==> config.mk <==
export PLATFORM = sky130hd
export DESIGN_NAME = e2q_cordic
export DESIGN_NICKNAME = d
export VERILOG_FILES = /design/src/design/e2q_pkg.sv /design/src/design/e2q_cordic.sv
export SDC_FILE = /design/constraint.sdc
export NUM_CORES = 2
export LEC_CHECK = 0
export BUFFER_PORTS_ARGS = -buffer_cell sky130_fd_sc_hd__buf_4
export CORE_AREA = 4 4 535 537
export DETAILED_ROUTE_END_ITERATION = 7
export DIE_AREA = 0 0 539 541
export MAX_ROUTING_LAYER = met4
export PLACE_DENSITY = 0.72
export SYNTH_ARGS = -nofsm -noshare
export SYNTH_HDL_FRONTEND = slang
export SYNTH_SLANG_ARGS = --single-unit
export TNS_END_PERCENT = 1
==> constraint.sdc <==
create_clock -name clk_i -period 16.4 [get_ports clk_i]
set_input_delay 0 -clock clk_i [delete_from_list [all_inputs] [get_ports clk_i]]
set_output_delay 0 -clock clk_i [all_outputs]
set_load 0.05 [all_outputs]
==> src/design/e2q_pkg.sv <==
// Package for the Euler-angle to quaternion block.
// Holds the CORDIC constants, the arctangent table and the fixed-point helpers.
// No dependencies.
package e2q_pkg;

  localparam int unsigned FRAC = 30;
  localparam int unsigned CW = 34;
  localparam int unsigned PW = 32;

  typedef logic signed [CW-1:0] cval_t;

  localparam logic signed [CW-1:0] K_GAIN = 34'sd652032874;
  localparam logic signed [CW-1:0] PI_Q = 34'sd3373259426;
  localparam logic signed [CW-1:0] HALF_PI_Q = 34'sd1686629713;

  function automatic logic signed [CW-1:0] atan_entry(input logic [4:0] idx);
    logic [31:0] v;
    case (idx)
      5'd0: v = 32'h3243F6A8;
      5'd1: v = 32'h1DAC6705;
      5'd2: v = 32'h0FADBAFC;
      5'd3: v = 32'h07F56EA6;
      5'd4: v = 32'h03FEAB76;
      5'd5: v = 32'h01FFD55B;
      5'd6: v = 32'h00FFFAAA;
      5'd7: v = 32'h007FFF55;
      5'd8: v = 32'h003FFFEA;
      5'd9: v = 32'h001FFFFD;
      5'd10: v = 32'h000FFFFF;
      5'd11: v = 32'h0007FFFF;
      5'd12: v = 32'h0003FFFF;
      5'd13: v = 32'h0001FFFF;
      5'd14: v = 32'h0000FFFF;
      5'd15: v = 32'h00007FFF;
      5'd16: v = 32'h00003FFF;
      5'd17: v = 32'h00001FFF;
      5'd18: v = 32'h00000FFF;
      5'd19: v = 32'h000007FF;
      5'd20: v = 32'h000003FF;
      5'd21: v = 32'h000001FF;
      5'd22: v = 32'h000000FF;
      5'd23: v = 32'h0000007F;
      5'd24: v = 32'h0000003F;
      5'd25: v = 32'h0000001F;
      5'd26: v = 32'h0000000F;
      5'd27: v = 32'h00000008;
      5'd28: v = 32'h00000004;
      5'd29: v = 32'h00000002;
      5'd30: v = 32'h00000001;
      default: v = 32'h00000000;
    endcase
    return cval_t'({2'b00, v});
  endfunction

  // Product of two 30-fraction values, rounded to nearest (ties up).
  function automatic logic signed [CW-1:0] mulq(input logic signed [CW-1:0] a,
                                                 input logic signed [CW-1:0] b);
    logic signed [2*CW-1:0] p;
    p = a * b + (68'sd1 <<< (FRAC - 1));
    return cval_t'(p >>> FRAC);
  endfunction

endpackage

==> src/design/e2q_cordic.sv <==
// Pipelined rotation-mode CORDIC: one register stage per iteration.
// Gives the cosine and sine of half the input angle. Uses e2q_pkg.
module e2q_cordic #(
  parameter int ANGLE_WIDTH = 16,
  parameter int CORDIC_STEPS = 16
) (
  input  logic                          clk_i,
  input  logic                          en_i,
  input  logic signed [ANGLE_WIDTH-1:0] angle_i,
  output e2q_pkg::cval_t                cos_o,
  output e2q_pkg::cval_t                sin_o
);
  import e2q_pkg::*;

  localparam int NS = (CORDIC_STEPS < 32) ? CORDIC_STEPS : 32;

  cval_t x_q [NS+1];
  cval_t y_q [NS+1];
  cval_t z_q [NS+1];
  logic  n_q [NS+1];

  cval_t h_d;
  cval_t hr_d;
  logic  n_d;

  always_comb begin
    h_d = cval_t'(angle_i) <<< (32 - ANGLE_WIDTH);
    hr_d = h_d;
    n_d = 1'b0;
    if (h_d > HALF_PI_Q) begin
      hr_d = h_d - PI_Q;
      n_d = 1'b1;
    end else if (h_d < -HALF_PI_Q) begin
      hr_d = h_d + PI_Q;
      n_d = 1'b1;
    end
  end

  always_ff @(posedge clk_i) begin
    if (en_i) begin
      x_q[0] <= K_GAIN;
      y_q[0] <= '0;
      z_q[0] <= hr_d;
      n_q[0] <= n_d;
    end
  end

  for (genvar i = 0; i < NS; i++) begin : g_step
    always_ff @(posedge clk_i) begin
      if (en_i) begin
        n_q[i+1] <= n_q[i];
        if (!z_q[i][CW-1]) begin
          x_q[i+1] <= x_q[i] - (y_q[i] >>> i);
          y_q[i+1] <= y_q[i] + (x_q[i] >>> i);
          z_q[i+1] <= z_q[i] - atan_entry(5'(i));
        end else begin
          x_q[i+1] <= x_q[i] + (y_q[i] >>> i);
          y_q[i+1] <= y_q[i] - (x_q[i] >>> i);
          z_q[i+1] <= z_q[i] + atan_entry(5'(i));
        end
      end
    end
  end

  assign cos_o = n_q[NS] ? -x_q[NS] : x_q[NS];
  assign sin_o = n_q[NS] ? -y_q[NS] : y_q[NS];

endmodule

# After elaboration in Yosys (flattened, before gate mapping)
# Memory sizes are Yosys's and may differ from the RTL's.
# Index checks and enable logic that the tools add are counted.
[word_totals] mem_count=4 reg_bits=0 word_cells=305 ramBits=1751
[mem_list] name="x_q" depth=17 word_bits=34 read_ports=17 rd_clocked_by_memory_dff=0 write_ports=17 line="e2q_cordic.sv:17" source="cval_t x_q [NS+1];"
[mem_list] name="y_q" depth=17 word_bits=34 read_ports=17 rd_clocked_by_memory_dff=0 write_ports=17 line="e2q_cordic.sv:18" source="cval_t y_q [NS+1];"
[mem_list] name="z_q" depth=17 word_bits=34 read_ports=16 rd_clocked_by_memory_dff=0 write_ports=17 line="e2q_cordic.sv:19" source="cval_t z_q [NS+1];"
[mem_list] name="n_q" depth=17 word_bits=1 read_ports=17 rd_clocked_by_memory_dff=0 write_ports=17 line="e2q_cordic.sv:20" source="logic n_q [NS+1];"
[classes] n_bitwise=48 n_lt_le_gt_ge=2 addsub=99 mux=152
[op_table] operator="34-bit two-way mux" count=52
[op_table] operator="1-bit two-way mux" count=100
[op_table] operator="34-bit by 19-bit adder with 34-bit output" count=2
[op_table] operator="34-bit by 20-bit adder with 34-bit output" count=2
[op_table] operator="34-bit by 21-bit adder with 34-bit output" count=2
[op_table] operator="34-bit by 22-bit adder with 34-bit output" count=2
[op_table] operator="34-bit by 23-bit adder with 34-bit output" count=2
[op_table] operator="34-bit by 24-bit adder with 34-bit output" count=2
[op_table] operator="34-bit by 25-bit adder with 34-bit output" count=2
[op_table] operator="34-bit by 26-bit adder with 34-bit output" count=2
[op_table] operator="34-bit by 27-bit adder with 34-bit output" count=2
[op_table] operator="34-bit by 28-bit adder with 34-bit output" count=2
[op_table] operator="34-bit by 29-bit adder with 34-bit output" count=2
[op_table] operator="34-bit by 30-bit adder with 34-bit output" count=2
[op_table] operator="34-bit by 31-bit adder with 34-bit output" count=2
[op_table] operator="34-bit by 32-bit adder with 34-bit output" count=2
[op_table] operator="34-bit by 33-bit adder with 34-bit output" count=2
[op_table] operator="34-bit negation" count=2
[op_table] operator="34-bit by 19-bit subtractor with 34-bit output" count=2
[op_table] operator="34-bit by 20-bit subtractor with 34-bit output" count=2
[op_table] operator="34-bit by 21-bit subtractor with 34-bit output" count=2
[op_table] operator="34-bit by 22-bit subtractor with 34-bit output" count=2
[op_table] operator="34-bit by 23-bit subtractor with 34-bit output" count=2
[op_table] operator="34-bit by 24-bit subtractor with 34-bit output" count=2
[op_table] operator="48 further kinds" count=105

# Logic depth before layout (Yosys ltp)
# An unclocked memory read counts as a cell.
[logic_depth] word_depth=5 ltp_mapped=22

# Least setup slack after synthesis
# No wires, ideal clock.
[synth_path] path_kind="reg-to-reg" start="memory y_q[5][12] (netlist name)" end="memory x_q[6][33] (netlist name), data pin" stages_incl_launch_ff=21 setup_ns=0.262 t_arrival_ns=4.956 setup_slack_ns=11.182 required_ns=16.138 path_cell_list="edfxtp_1 -> or4_1 -> or3_1 -> or3_1 -> or3_1 -> nand2b_1 -> or3_1 -> nand2_1 -> xnor2_1 -> ha_1 -> a21o_1 -> a21o_1 -> a21o_1 -> a21oi_1 -> nor2b_1 -> a211oi_1 -> o21ai_0 -> a221oi_1 -> nor3_1 -> nor3_1 -> xnor2_1"
[synth_lines] element="from (decl)" line="e2q_cordic.sv:18"
[synth_lines] element="to (decl)" line="e2q_cordic.sv:17"

==> flow_metrics.py <==
metrics = {
    "logic_synthesis": {
        "synthAdderAreaFrac": 0.149,
        "synth_edf_count": 1493,
        "yosys.area.top_type_share": 0.355,
        "synth_area_um2": 126000,
        "synth_compound_area_frac": 0.207,
        "syn_nets": 14575,
        "yosysTopAreaCell": "edfxtp_1",
        "async_reset_ff_frac": 0,
        "synth-xor-area-share": 0.135,
        "synth_top_family_by_area": "compound AO/OA/AOI/OAI gates",
        "seq_area_frac_synth": 0.355,
        "ys_warn_count": 0,
        "ys_types": 86,
        "synth_seq_cells": 1493,
        "synthCells": 13083,
        "muxShareOfSynthArea": 0.00846,
        "synthTopCellsByArea": "edfxtp_1 (35%), ha_1 (14%), xnor2_1 (9.2%)",
        "yosys.area_share.simple": 0.125,
        "ys_dominant_reg_cell": "edfxtp_1",
        "avgSynthCellArea_um2": 9.66,
    },
    "setup_path": {
        "r2r_start": "y_q[5][12]",
        "required_ns": 16.95,
        "crit_cells": 22,
        "critPathTopFamily": "buffers and inverters",
        "worstPathMaxFanout": 94,
        "path_class": "input port to flop",
        "critPathArrivalTime_ns": 7.16,
        "crit_path_frequent_cell": "buf_4",
        "worstRegToRegCells": 20,
        "cp-endpoint": "y_q[8][30]",
        "regToRegSetupSlack_ns": 10.45,
        "critPathMaxStageDelay_ns": 0.82,
        "critPathCaptureType": "flop",
        "startpoint_type": "input port",
        "crit_start": "en_i",
        "path_buf_inv": 7,
        "crit_slowest_cell": "a2111oi_0",
        "r2r-end": "x_q[6][33]",
        "worstPathCellList": "dlygate4sd3_1 -> buf_16 -> buf_4 -> buf_4 -> nand2_1 -> buf_4 -> inv_2 -> buf_4 -> nor2_1 -> xnor2_1 -> ha_1 -> nor2b_1 -> nor4_1 -> o31a_1 -> nor3b_1 -> a311o_1 -> a41o_1 -> a2111oi_0 -> o21bai_1 -> a221oi_1 -> o21bai_1 -> xor2_1",
    },
    "clock_network": {
        "clk_latency_ns": 0.87,
        "cts_num_sinks": 1493,
        "cts_buffers": 178,
        "cts_max_level": 4,
        "hold_buffers": 49,
        "clock_path_buffers": 4,
        "ctsRootBufferMaster": "clkbuf_16",
        "cts_tree": "yes",
        "cts_setup_buffers": 0,
        "clk_pin_slew_ns": 0.06,
        "cts.repair.resized": 0,
    },
    "hold_path": {
        "holdCritStartpoint": "angle_i[15]",
        "hold_path.class": "input port to flop",
    },
    "grt": {
        "grt_pass1_vias": 93135,
        "gr-total-overflow": 0,
        "grt_start_max_net_pins": 156,
        "antenna_found_initial": 2,
        "track_usage": 0.202,
        "grt_pass1_wl_um": 480000,
    },
    "layout": {
        "drive_gt1_frac": 0.0418,
        "final_nets": 14744,
        "area_growth_pct": 8.83,
        "fill_cells": 25959,
    },
    "routing": {
        "firstDrtPassIters": 6,
        "vias": 96847,
        "drcViolationCount": 0,
        "wl_per_cell_um": 17.3,
        "via_per_inst": 5.65,
        "final_antenna_net_count": 0,
        "detail_route.wirelength_um": 296000,
        "drtIter0Drc": 5508,
    },
    "timing": {
        "fin_setup_tns_ns": 0,
        "rsz0062_at_grt": "false",
        "worst_slew_pin_slew_ns": 1.06,
        "period_needed_ns": 6.60,
        "fin_ws_ns": 9.80,
        "period_share": 0.403,
        "max-slew-margin-rel": 0.284,
        "finalHoldViolations": 0,
        "finalSetupViolCount": 0,
        "drv_slew": 0,
        "clock.fmax_mhz": 151,
        "fin_worst_skew_ns": 0.0709,
    },
    "die": {
        "pin_count": 86,
        "rows": 195,
        "core_area_um2": 282000,
        "initial_core_util": 0.449,
        "die_y_um": 541,
        "die_w_um": 539,
        "die_area_um2": 292000,
    },
    "job": {
        "maxCapViolations": 0,
    },
    "placed_design": {
        "pre_cts_ws_ns": 9.63,
        "port_buffers": 85,
        "dpl.hpwl_um": 234000,
        "gp_congestion": 0.992,
    },
    "outcome": {
        "status": "finished, final reports clean",
    },
}
per-stage QoR:
| step | hold WS (ns) | std cells | instance area (um2) | util |
|---|---|---|---|---|
| after floorplan | 0.112 | 13083 | 126000 | - |
| after detailed placement | 0.319 | 16766 | 131000 | 0.467 |
| after global placement | 0.314 | 16766 | 131000 | 0.467 |
| after global routing | 0.103 | 17132 | 138000 | 0.489 |
| after CTS | 0.0228 | 17129 | 138000 | 0.489 |
| final | 0.127 | 17133 | 138000 | 0.489 |
area by class of cell:
type / count / area, um2 / area share
Multi-Input combinational cell: 10854 / 78800 / 0.573
Sequential cell: 1493 / 44800 / 0.326
Tap cell: 3743 / 4680 / 0.0340
Clock buffer: 214 / 4610 / 0.0335
Inverter: 526 / 1970 / 0.0144
Timing Repair Buffer: 199 / 1660 / 0.0121
Clock inverter: 100 / 978 / 0.00711
Antenna cell: 4 / 10.0 / 0.0000728
tightest hold or removal path, delay by kind of cell:
| family | cells | cell delay, ns |
|---|---|---|
| adder cells (fa/ha/maj) | 1 | 0.13 |
| buffers and inverters | 2 | 0.66 |
| AND/OR/NAND/NOR | 1 | 0.09 |
layout by cell type (no fill, tap or decap), types with 514 or more instances in the layout:
| cell type | count |
|---|---|
| inv_1 | 514 |
| ha_1 | 1430 |
| xnor2_1 | 1322 |
| a21oi_1 | 1340 |
| xor2_1 | 620 |
| nand2_1 | 683 |
| o21ai_0 | 725 |
| nor2_1 | 973 |
| a21o_1 | 659 |
| edfxtp_1 | 1493 |
cell families after synthesis:
group | after synthesis
AO/OA/AOI/OAI | 4090
XOR/XNOR | 1942
adder cells (fa/ha/maj) | 1474
buffers and inverters | 736
flip-flops | 1493
multiplexers | 102
AND/OR/NAND/NOR | 3246
synth_stat cells (36+ instances only):
master    number
clkbuf_1     183
or2_2         48
nand4_1       95
inv_1        519
nor4_1        83
or3_1         99
o21bai_1     183
or4_1         51
a21oi_1     1340
o31ai_1      167
ha_1        1430
nor2b_1      182
mux2_2        39
nand2b_1     222
edfxtp_1    1493
nand3_1      217
xnor2_1     1322
o31a_1        42
o21a_1       220
fa_1          44
nor3_1       296
xor2_1       620
o211ai_1      57
a21o_1       659
o41ai_1       72
a31oi_1      114
nor2_1       973
and3_1       117
mux2i_1       63
o21ai_0      725
and2_1        62
a211oi_1     103
nand2_1      688
a21boi_0      46
a211o_1       36
sequential cells by signal (all words and copies together) (netlist names):
register	cells
n_q	16
x_q	484
z_q	482
y_q	511
worst min path at each step:
stage,to,slack (ns),cells past startpoint
6_report,z_q[0][33],0.13,4
4_1_cts,z_q[0][33],0.02,4
2_1_floorplan,n_q[0][10],0.11,0
5_1_grt,z_q[0][33],0.10,4
3_5_place_dp,z_q[0][18],0.32,2
3_3_place_gp,z_q[0][18],0.31,2
layer usage:
metal | global-route usage | vias to the layer above | part of all wire
li1 | - | 49258 | -
met5 | - | - | 0
met4 | 0.0917 | 0 | 0.052
met2 | 0.361 | 1978 | 0.50
met3 | 0.0200 | 728 | 0.035
met1 | 0.229 | 44883 | 0.41
Power is left out: the tool's default activity adds up to more than one toggle a clock period on the data nets, which glitch-free logic cannot reach.
